--- src/hdl/isb_pkg.sv ---
// ----------------------------------------------------------------------------
// isb_pkg: shared types and codes for the indexed sequence buffer
// Command and status codes, plus the input and result beat layouts.
// ----------------------------------------------------------------------------
package isb_pkg;

	typedef enum logic [2:0] {
		CMD_QUERY     = 3'd0,
		CMD_INS_FRONT = 3'd1,
		CMD_INS_REAR  = 3'd2,
		CMD_INS_AT    = 3'd3,
		CMD_DEL_FRONT = 3'd4,
		CMD_DEL_AT    = 3'd5,
		CMD_CLEAR     = 3'd6
	} cmd_code_t;

	typedef enum logic [1:0] {
		ST_OK    = 2'd0,
		ST_RANGE = 2'd1,
		ST_EMPTY = 2'd2,
		ST_FULL  = 2'd3
	} status_code_t;

	typedef struct packed {
		logic [2:0]         cmd;
		logic [4:0]         position;
		logic signed [31:0] value;
	} in_item_t;

	typedef struct packed {
		logic [1:0]         status;
		logic signed [31:0] front_value;
		logic [4:0]         count;
		logic               is_empty;
	} out_item_t;

	// controller to datapath
	typedef struct packed {
		logic load;
		logic exec;
	} dp_cmd_t;

endpackage

--- src/hdl/isb_datapath.sv ---
// ----------------------------------------------------------------------------
// isb_datapath: entry cells, count and result register
// Each cell shifts, loads or holds from a compare with the target index.
// ----------------------------------------------------------------------------
module isb_datapath #(
	parameter int CAPACITY   = 16,
	parameter int DATA_WIDTH = 32
) (
	input  logic              clk,
	input  logic              arst_n,
	input  isb_pkg::dp_cmd_t  dp_cmd,
	input  isb_pkg::in_item_t in_data,
	output isb_pkg::out_item_t out_data
);
	import isb_pkg::*;

	localparam int CW = $clog2(CAPACITY + 1);
	localparam int PW = (CW > 5) ? CW : 5;

	in_item_t              item_q;
	logic [CW-1:0]         count_q;
	logic [DATA_WIDTH-1:0] entries_q [CAPACITY];
	out_item_t             res_q;

	logic [DATA_WIDTH-1:0] entries_nx [CAPACITY];
	logic [CW-1:0]         count_nx;
	logic [PW-1:0]         pos_w;
	logic [PW-1:0]         cnt_w;
	logic [PW-1:0]         at_w;
	logic [PW-1:0]         cnt_nx_w;
	logic                  is_ins;
	logic                  is_del;
	logic                  do_ins;
	logic                  do_del;
	logic [1:0]            status;
	logic [63:0]           val64;
	logic [DATA_WIDTH-1:0] store_word;
	logic signed [DATA_WIDTH-1:0] front_word;
	logic [63:0]           front64;

	always_comb begin
		pos_w  = PW'(item_q.position);
		cnt_w  = PW'(count_q);
		val64  = 64'(item_q.value);
		store_word = val64[DATA_WIDTH-1:0];
		is_ins = 1'b0;
		is_del = 1'b0;
		at_w   = '0;
		status = ST_OK;
		count_nx = count_q;
		case (item_q.cmd)
			CMD_INS_FRONT: begin
				is_ins = 1'b1;
			end
			CMD_INS_REAR: begin
				is_ins = 1'b1;
				at_w   = cnt_w;
			end
			CMD_INS_AT: begin
				is_ins = 1'b1;
				at_w   = pos_w;
			end
			CMD_DEL_FRONT: begin
				is_del = 1'b1;
			end
			CMD_DEL_AT: begin
				is_del = 1'b1;
				at_w   = pos_w;
			end
			default: ;
		endcase

		if (is_ins) begin
			if (at_w > cnt_w)
				status = ST_RANGE;
			else if (cnt_w >= PW'(CAPACITY))
				status = ST_FULL;
		end else if (is_del) begin
			if (item_q.cmd == CMD_DEL_FRONT && count_q == '0)
				status = ST_EMPTY;
			else if (at_w >= cnt_w)
				status = ST_RANGE;
		end
		do_ins = is_ins && (status == ST_OK);
		do_del = is_del && (status == ST_OK);

		for (int i = 0; i < CAPACITY; i++)
			entries_nx[i] = entries_q[i];
		if (do_ins) begin
			// open a slot at the target index, move the tail back
			for (int i = 1; i < CAPACITY; i++)
				if (PW'(i) > at_w)
					entries_nx[i] = entries_q[i-1];
			for (int i = 0; i < CAPACITY; i++)
				if (PW'(i) == at_w)
					entries_nx[i] = store_word;
			count_nx = count_q + 1'b1;
		end else if (do_del) begin
			for (int i = 0; i < CAPACITY - 1; i++)
				if (PW'(i) >= at_w)
					entries_nx[i] = entries_q[i+1];
			count_nx = count_q - 1'b1;
		end else if (item_q.cmd == CMD_CLEAR) begin
			count_nx = '0;
		end

		cnt_nx_w   = PW'(count_nx);
		front_word = entries_nx[0];
		front64    = 64'(front_word);
	end

	always_ff @(posedge clk or negedge arst_n) begin
		if (!arst_n) begin
			count_q <= '0;
		end else if (dp_cmd.exec) begin
			count_q <= count_nx;
		end
	end

	always_ff @(posedge clk) begin
		if (dp_cmd.load)
			item_q <= in_data;
		if (dp_cmd.exec) begin
			for (int i = 0; i < CAPACITY; i++)
				entries_q[i] <= entries_nx[i];
			res_q.status      <= status;
			res_q.front_value <= (count_nx == '0) ? '0 : front64[31:0];
			res_q.count       <= cnt_nx_w[4:0];
			res_q.is_empty    <= (count_nx == '0);
		end
	end

	assign out_data = res_q;

endmodule

--- src/hdl/isb_ctrl.sv ---
// ----------------------------------------------------------------------------
// isb_ctrl: sequencing for the indexed sequence buffer
// Captures one beat, executes it once the result register is free.
// ----------------------------------------------------------------------------
module isb_ctrl (
	input  logic             clk,
	input  logic             arst_n,
	input  logic             in_valid,
	output logic             in_stall,
	output logic             out_valid,
	input  logic             out_stall,
	output isb_pkg::dp_cmd_t dp_cmd
);
	import isb_pkg::*;

	typedef enum logic {
		S_IDLE,
		S_EXEC
	} state_t;

	state_t state_q;
	logic   out_valid_q;
	logic   slot_free;

	assign slot_free   = !out_valid_q || !out_stall;
	assign in_stall    = (state_q != S_IDLE);
	assign out_valid   = out_valid_q;
	assign dp_cmd.load = (state_q == S_IDLE) && in_valid;
	assign dp_cmd.exec = (state_q == S_EXEC) && slot_free;

	always_ff @(posedge clk or negedge arst_n) begin
		if (!arst_n) begin
			state_q     <= S_IDLE;
			out_valid_q <= 1'b0;
		end else begin
			case (state_q)
				S_IDLE: begin
					if (out_valid_q && !out_stall)
						out_valid_q <= 1'b0;
					if (in_valid)
						state_q <= S_EXEC;
				end
				S_EXEC: begin
					// hold until the result register can take a new beat
					if (slot_free) begin
						out_valid_q <= 1'b1;
						state_q     <= S_IDLE;
					end
				end
				default: begin
					state_q <= S_IDLE;
				end
			endcase
		end
	end

	a_exec_sets_valid: assert property (@(posedge clk) disable iff (!arst_n)
		dp_cmd.exec |=> out_valid_q)
		else $error("result not flagged after execute");

	a_result_held: assert property (@(posedge clk) disable iff (!arst_n)
		(out_valid_q && out_stall) |=> out_valid_q)
		else $error("stalled result dropped");

	a_no_overwrite: assert property (@(posedge clk) disable iff (!arst_n)
		dp_cmd.exec |-> (!out_valid_q || !out_stall))
		else $error("result register overwritten while stalled");

	a_load_then_exec: assert property (@(posedge clk) disable iff (!arst_n)
		dp_cmd.load |=> (state_q == S_EXEC))
		else $error("captured beat not executed");

endmodule

--- src/hdl/indexed_sequence_buffer_unit.sv ---
// ----------------------------------------------------------------------------
// indexed_sequence_buffer_unit: ordered list with insert and delete at index
// Flow: the input beat is captured, then executed into the result register,
// which waits while a stalled result is held; no new beat is accepted until
// the current one has executed. The entry cells all update in the execute step.
// Reset: count cleared and outputs idle; entry contents undefined until written.
// ----------------------------------------------------------------------------
module indexed_sequence_buffer_unit #(
	parameter int CAPACITY   = 16,
	parameter int DATA_WIDTH = 32
) (
	input  logic               clk,
	input  logic               arst_n,
	input  logic               in_valid,
	output logic               in_stall,
	input  isb_pkg::in_item_t  in_data,
	output logic               out_valid,
	input  logic               out_stall,
	output isb_pkg::out_item_t out_data
);
	import isb_pkg::*;

	dp_cmd_t dp_cmd;

	isb_ctrl u_ctrl (
		.clk       (clk),
		.arst_n    (arst_n),
		.in_valid  (in_valid),
		.in_stall  (in_stall),
		.out_valid (out_valid),
		.out_stall (out_stall),
		.dp_cmd    (dp_cmd)
	);

	isb_datapath #(
		.CAPACITY   (CAPACITY),
		.DATA_WIDTH (DATA_WIDTH)
	) u_datapath (
		.clk      (clk),
		.arst_n   (arst_n),
		.dp_cmd   (dp_cmd),
		.in_data  (in_data),
		.out_data (out_data)
	);

endmodule
--- config.mk ---
export PLATFORM = sky130hd
export DESIGN_NAME = indexed_sequence_buffer_unit
export DESIGN_NICKNAME = d
export VERILOG_FILES = /design/src/hdl/isb_pkg.sv /design/src/hdl/isb_datapath.sv /design/src/hdl/isb_ctrl.sv /design/src/hdl/indexed_sequence_buffer_unit.sv
export SDC_FILE = /design/constraint.sdc
export NUM_CORES = 1
export LEC_CHECK = 0
export ABC_AREA = 1
export BUFFER_PORTS_ARGS = -buffer_cell sky130_fd_sc_hd__buf_2
export CORE_MARGIN = 2
export CORE_UTILIZATION = 30
export DETAILED_ROUTE_END_ITERATION = 7
export GPL_TIMING_DRIVEN = 0
export PLACE_DENSITY_LB_ADDON = 0.25
export SLEW_MARGIN = 20
export SYNTH_ARGS = -nofsm -noshare
export SYNTH_HDL_FRONTEND = slang
export SYNTH_SLANG_ARGS = --single-unit
--- constraint.sdc ---
create_clock -name clk -period 4.67 [get_ports clk]
set_input_delay 0.467 -clock clk [delete_from_list [all_inputs] [get_ports clk]]
set_output_delay 0.467 -clock clk [all_outputs]
set_load 0.01 [all_outputs]
==> impl_results.md, run 1 <==
- Critical path launch point type: flip-flop
- Drt wl/cell: 20.05 um
- Synth top area share: between 60% and 70%
- Worst Tran Pin Value: 0.8279 ns
- Fin Clk Skew: 0.03299 ns
- Top_reg_cell synth: edfxtp_1
- Number of flops mapped to enable cells by yosys: 592
- Width of the die: between 300 and 400 um
- Post-Layout Cell Count: 4378
- Psw: 8.198 mW
- Final hold viol count: 0
- Min-delay worst type: in -> reg
- Setup TNS: 0 ns
- Largest net degree at the start of global routing: 60
- Ys Warns: 0
- Commonest cells post-synth: 592 x edfxtp_1, 567 x nand2_1, 447 x o21ai_0
- Final nets: 3094
- Post-Synth XOR/XNOR Area: less than 1%
- Pre-CTS setup slack: -0.3848 ns
- Outcome: complete, no violations
- Core ar.: 96850 um^2
- Multiplexer share of the synthesized area: 0%
- Critical Path RT: about 5 ns
- Routed met1 length: 41290 um
- Die area: around 100000 um^2
- DRC: 0
- Post-synth ARST share: under 10%
- Post-layout minimum cycle time: 4.476 ns
- Period utilisation layout: between 90% and 100%
- Vias in the first global route: 22066
- Site Rows: 114
- Iteration-0 DRC Markers: 1722
- Final setup margin: 0.1936 ns
- PortBufs: 85
- Total number of vias: 21399
- Max-slew violations: 0
- Post-Synthesis Net Count: 2861
- Io pins: 86
- Post-DP HPWL: 69740 um
- P&R area growth vs syn: 18.71%
- Drt first pass iters: 5
- # setup viols final: 0
- Vias per cell: 4.888
- Routed Antenna Nets: 0
- Leading cell types by total area after synthesis: edfxtp_1 60%, a22o_1 12%, o21ai_0 7.6%
- Initial Utilization: a little under a third
- Switching share of power: 35.96%
- Part of the power in registers: 40.4%
- Fmax: around 0.22 GHz
- Clk slew on worst S/H paths: ~0.050 ns
- Count leader, synth: edfxtp_1
- Power Density: 653.4 nW/um^2
- Grt ovf: 0
- Root Buffer: clkbuf_16
- Number of max-cap violations: 0
- WL final: 87790 um
- H-Tree Depth: 3
- Tot Pwr: approximately 23 mW
- Tot GR Track Use: 17.36%
- Final core occ: ~36%
- Power share of the combinational group: 34.9%
- Layout cells sized above 1: 9.848%
- Peak VDD IR: 0.0003279 V
- First-pass GRT wire length: 131700 um
- Worst Setup Path Type: reg -> reg
- Post-synth cell types: 32
- Main combinational cell family by area after synthesis: compound AO/OA/AOI/OAI gates
- Compound-Gate Fraction of Synth Area: 22.78%
- DP Cell Count: 4189
- Clk Latency, worst-skew pair: approximately 0.65 ns
- P_int: 14.60 mW
- Area after DPL: 32000 um^2
- Clk sink count: approximately 600
- Synth Area in Simple Gates: roughly 11%
- Max layer used: met4
- Leading area contributor after synthesis: edfxtp_1
- Synth Area in Adders: less than 1%
- Crit path max fanout: 24
- RSZ-0062 raised after global routing: false
- Kind of end point of the critical path: flip-flop
- Met2 WL post-DR: 40270 um
- Cell count after synthesis: 2810
- Rel. slew slack: 44.81%
- Worst hold slack: 0.03945 ns
- Synth Register Bits: 599
- Clock share of power: approximately a quarter
- Initial antenna violation count: 1
- Mapped Avg Cell Area: 10.46 um^2
- Sequential area share after synthesis: 61.07%
- Placer Congestion: around 0.86
- Design area: 34890 um^2
- CTS tree: done
- Clock tree buffer depth: 3
- Metal3 WL: approximately 4300 um
- Leak: between 10 and 15 nW
- Synth Cell Area: 29390 um^2
- WP data arrival: around 4.8 ns
- CTS Buf Count: 74
- Die height: 317.0 um
[registers in the layout, indices dropped and copies added, names as in the netlist]
name                   count
u_datapath.cnt_w           5
u_datapath.pos_w           5
u_datapath.out_data       40
u_ctrl.in_stall            1
u_ctrl.out_valid           1
u_datapath.store_word     32
u_datapath.item_q          3
u_datapath.entries_q     512
[cells in the final DEF, fill, tap and decap left out, types with 3 or more instances in the layout]
cell type	n
edfxtp_1	592
nand2_1	567
o21ai_0	447
a22o_1	415
clkbuf_1	213
nor2_1	181
buf_2	119
inv_1	93
clkbuf_16	74
o21ai_1	70
a21oi_1	69
dlygate4sd3_1	39
nor3_1	35
nand3_1	19
buf_1	19
buf_4	15
clkinv_1	12
buf_16	12
nor2_4	9
inv_2	8
clkinv_2	8
nor2_2	7
ha_1	7
dfrtp_1	7
a21oi_4	6
bufinv_16	6
diode_2	5
clkbuf_2	5
clkinvlp_4	5
buf_12	4
xor2_1	3
clkinv_8	3
[layer usage]
metal  vias up  GRT usage (%)
met5         -              0
met4         0          4.653
met3       118          2.452
met2       516          28.37
met1      9979          24.10
li1      10786              -
[worst max-delay path, cell delays in order (launching register included)]
cell      delay, ns
edfxtp_1       0.43
inv_2          0.11
nor2_2         0.06
o21ai_4        0.28
o22ai_4        0.20
ha_1           0.34
nand2_1        0.07
nor2_1         0.14
nand2_1        0.08
nand3_1        0.07
nand2_1        0.08
a21oi_1        0.30
nand4_4        0.29
buf_2          0.35
a21oi_2        0.36
inv_1          0.14
clkbuf_4       0.32
a21oi_4        0.27
buf_16         0.21
[power groups by stage]
stage | clock network (mW) | registers (mW) | logic [mW]
2_1_floorplan | 0 | 9.20 | 5.12
3_3_place_gp | 0 | 9.37 | 7.38
3_5_place_dp | 0 | 9.26 | 7.90
4_1_cts | 5.78 | 9.19 | 7.99
5_1_grt | 5.97 | 9.37 | 8.87
6_report | 5.64 | 9.21 | 7.95
[layout make-up]
type	instances	area, um^2
Fill cell	9836	61960
Sequential cell	599	17950
Multi-Input combinational cell	1854	10220
Clock buffer	92	1919
Tap cell	1276	1597
Timing Repair Buffer	157	1369
Buffer	255	1013
Clock inverter	38	429.2
Inverter	102	385.4
Antenna cell	5	12.51
[final timing paths]
check / depth (start not counted) / startpoint / slack, ns / to
min in group asynchronous: 2 / arst_n / 0.19 / u_datapath.cnt_w[1]$_DFFE_PN0P_
worst min register to register: 2 / u_ctrl.out_valid$_DFFE_PN0P_ / 0.50 / u_ctrl.out_valid$_DFFE_PN0P_
worst max-delay path: 18 / u_datapath.item_q[38]$_DFFE_PP_ / 0.19 / u_datapath.entries_q[1][195]$_DFFE_PP_
max in group asynchronous: 2 / arst_n / 4.30 / u_datapath.cnt_w[3]$_DFFE_PN0P_
worst min-delay path: 1 / in_data[0] / 0.04 / u_datapath.store_word[0]$_DFFE_PP_
worst max register to register: 18 / u_datapath.item_q[38]$_DFFE_PP_ / 0.19 / u_datapath.entries_q[1][195]$_DFFE_PP_
[timing repair]
| item | 4_1_cts | 5_1_grt |
|---|---|---|
| endpoints found under the setup margin | 341 | 129 |
| hold buffers | 39 | 0 |
| setup buffers | 12 | 3 |
| endpoints found under the hold margin | 45 | 0 |
| pin swaps | 3 | 3 |
| resized for setup | 3 | 9 |
[kinds of logic after synthesis]
kind of cell / count (synthesis)
simple gates: 827
buf+inv: 357
compound gates: 1016
flops: 599
xor+xnor: 4
fa+ha+maj: 7
Power figures use the tool's default switching activity.
==> run 2, diff against run 1 <==
- REMOVE_ABC_BUFFERS: unset -> 1
==> run 2 against run 1 <==
Against the previous run:
- first-iteration DRC count up 33%
- clock power about the same
- die area unchanged
- register-to-register slack better by 0.14 ns
- worst setup slack better by 0.14 ns
- via count up 2.3%
- sequential share of layout area down 0.56 points
- critical path type unchanged
- critical endpoint is now u_datapath.entries_q[1][192]$_DFFE_PP_
==> impl_results.md, run 2 (synthesized netlist as in run 1, its figures left out) <==
- DRC: 0
- Peak VDD IR: 0.0004084 V
- Clock tree buffer depth: 3
- Filler cell count in the final layout: approximately 9500
- Die height: 317.0 um
- CTS Buf Count: 73
- First-pass GRT wire length: 130900 um
- Worst Tran Pin Value: 0.7312 ns
- Vias in the first global route: 20941
- P&R area growth vs syn: 20.02%
- Drt first pass iters: 5
- Clk sink count: 599
- Total number of vias: 21894
- Clk slew on worst S/H paths: 0.06 ns
- Drt wl/cell: 20.52 um
- WP data arrival: roughly 4.6 ns
- Most frequent cells in the layout: 592 x edfxtp_1, 559 x nand2_1, 447 x o21ai_0, 415 x a22o_1, 180 x nor2_1
- Max-slew violations: 0
- Placer Congestion: 0.7362
- Worst hold slack: approximately 0.035 ns
- H-Tree Depth: 3
- Power Density: 663.0 nW/um^2
- Register area: 17950 um^2
- Site Rows: 114
- Area after DPL: 32210 um^2
- Multi-input logic area: 10440 um^2
- Die area: 100500 um^2
- # setup viols final: 0
- Rel. slew slack: just over 50%
- WL final: 85600 um
- Worst Setup Path Type: reg -> reg
- Tot GR Track Use: 16.63%
- Largest net degree at the start of global routing: 113
- Tot Pwr: between 20 and 25 mW
- Number of flip-flops in the largest register: 512
- Final nets: 2887
- PortBufs: 85
- Initial Utilization: 30.35%
- CTS tree: done
- Min-delay worst type: in -> reg
- Antenna Cells: 0
- Fmax: 0.2305 GHz
- Critical path launch point type: flip-flop
- Design area: 35280 um^2
- Layout cells sized above 1: 11.84%
- Grt ovf: 0
- Outcome: complete, no violations
- Post-DP HPWL: 51380 um
- Post-layout minimum cycle time: 4.339 ns
- Vias per cell: between 5 and 6
- Pre-CTS setup slack: -1.438 ns
- Crit path max fanout: 17
- Final setup margin: approximately 0.33 ns
- Number of max-cap violations: 0
- Fin Clk Skew: 0.01686 ns
- Width of the die: 317.0 um
- Kind of end point of the critical path: flip-flop
- Leak: 13.51 nW
- Most common cell after layout, fill and taps aside: edfxtp_1
- Clk Latency, worst-skew pair: 0.61 ns
- Routed Antenna Nets: 0
- Iteration-0 DRC Markers: 2287
- Initial antenna violation count: 0
- Io pins: 86
- Core ar.: 96850 um^2
- Period utilisation layout: 92.91%
- Final hold viol count: 0
- Reg with most FFs: u_datapath.entries_q
- Critical Path RT: 4.97 ns
- RSZ-0062 raised after global routing: false
- Root Buffer: clkbuf_16
run 2: cell types whose count changed in the layout (fill, tap and decap cells not counted), sizes merged:
cell         before  now
clkbuf          294  102
dlygate4sd3      39   25
diode             5    0
buf             171  175
clkinv           25   28
inv             104  101
bufbuf            0    2
bufinv            6    4
nand4             3    5
clkinvlp          5    4
run 2: worst max-delay path: stages, from the launching register on:
cell and delay, ns:
edfxtp_1 0.43, inv_2 0.08, nor2_2 0.17, nand2_2 0.17, o22ai_4 0.28, ha_1 0.29
nand2_1 0.12, nor2_1 0.07, nand2_1 0.07, nand3_1 0.07, nand2_1 0.17, nand2_1 0.12
nand2_4 0.21, nand4_4 0.15, buf_4 0.25, a21oi_1 0.35, clkinvlp_4 0.19, buf_4 0.21
a21oi_4 0.20, buf_16 0.20, buf_12 0.19
run 2: worst paths after layout:
kind / slack [ns] / cells past startpoint / start / end
setup / recovery: 0.33 / 20 / u_datapath.item_q[38]$_DFFE_PP_ / u_datapath.entries_q[1][192]$_DFFE_PP_
hold / removal: 0.04 / 1 / in_data[3] / u_datapath.store_word[3]$_DFFE_PP_
setup reg to reg: 0.33 / 20 / u_datapath.item_q[38]$_DFFE_PP_ / u_datapath.entries_q[1][192]$_DFFE_PP_
hold reg to reg: 0.50 / 2 / u_ctrl.out_valid$_DFFE_PN0P_ / u_ctrl.out_valid$_DFFE_PN0P_
max in group asynchronous: 4.27 / 2 / arst_n / u_datapath.cnt_w[1]$_DFFE_PN0P_
min in group asynchronous: 0.23 / 2 / arst_n / u_datapath.cnt_w[4]$_DFFE_PN0P_
run 2: routing by layer:
layer | routed length (um) | track usage, % | up-vias | share of wire [%]
li1 | - | - | 10359 | -
met3 | 4074 | 2.211 | 110 | 4.8
met4 | 1683 | 4.395 | 0 | 2.0
met5 | 0 | 0 | - | 0
met2 | 40490 | 27.11 | 653 | 47
met1 | 39360 | 23.28 | 10772 | 46
run 2: power by group:
part,switching (mW),internal (mW)
clock network,2.31,3.32
logic,5.30,3.28
registers,0.736,8.45
run 2: what timing repair did:
item / in CTS / in global routing
hold buffers: 25 / 0
endpoints found under the hold margin: 31 / 0
endpoints found under the setup margin: 758 / 130
resized for setup: 12 / 5
pin swaps: 8 / 2
setup buffers: 17 / 12
cloned: 4 / 2
run 2: area by class of cell:
cell class	instances	share of cell area (%)
clock buffer	101	5.866
clock inverter	34	0.7412
inverter	102	1.266
multi-input combinational	1856	29.59
sequential	599	50.89
tap	1276	4.525
timing repair buffer	203	7.093
timing repair inverter	1	0.03192
run 2: through the flow:
stage | cells | utilization [%] | setup TNS, ns
after floorplan | 2555 | - | -3319.88
after global placement | 3916 | 31.40 | -8749.23
after detailed placement | 3979 | 33.26 | -255.06
after CTS | 4160 | 36.27 | 0
after global routing | 4172 | 36.43 | 0
final | 4172 | 36.43 | 0
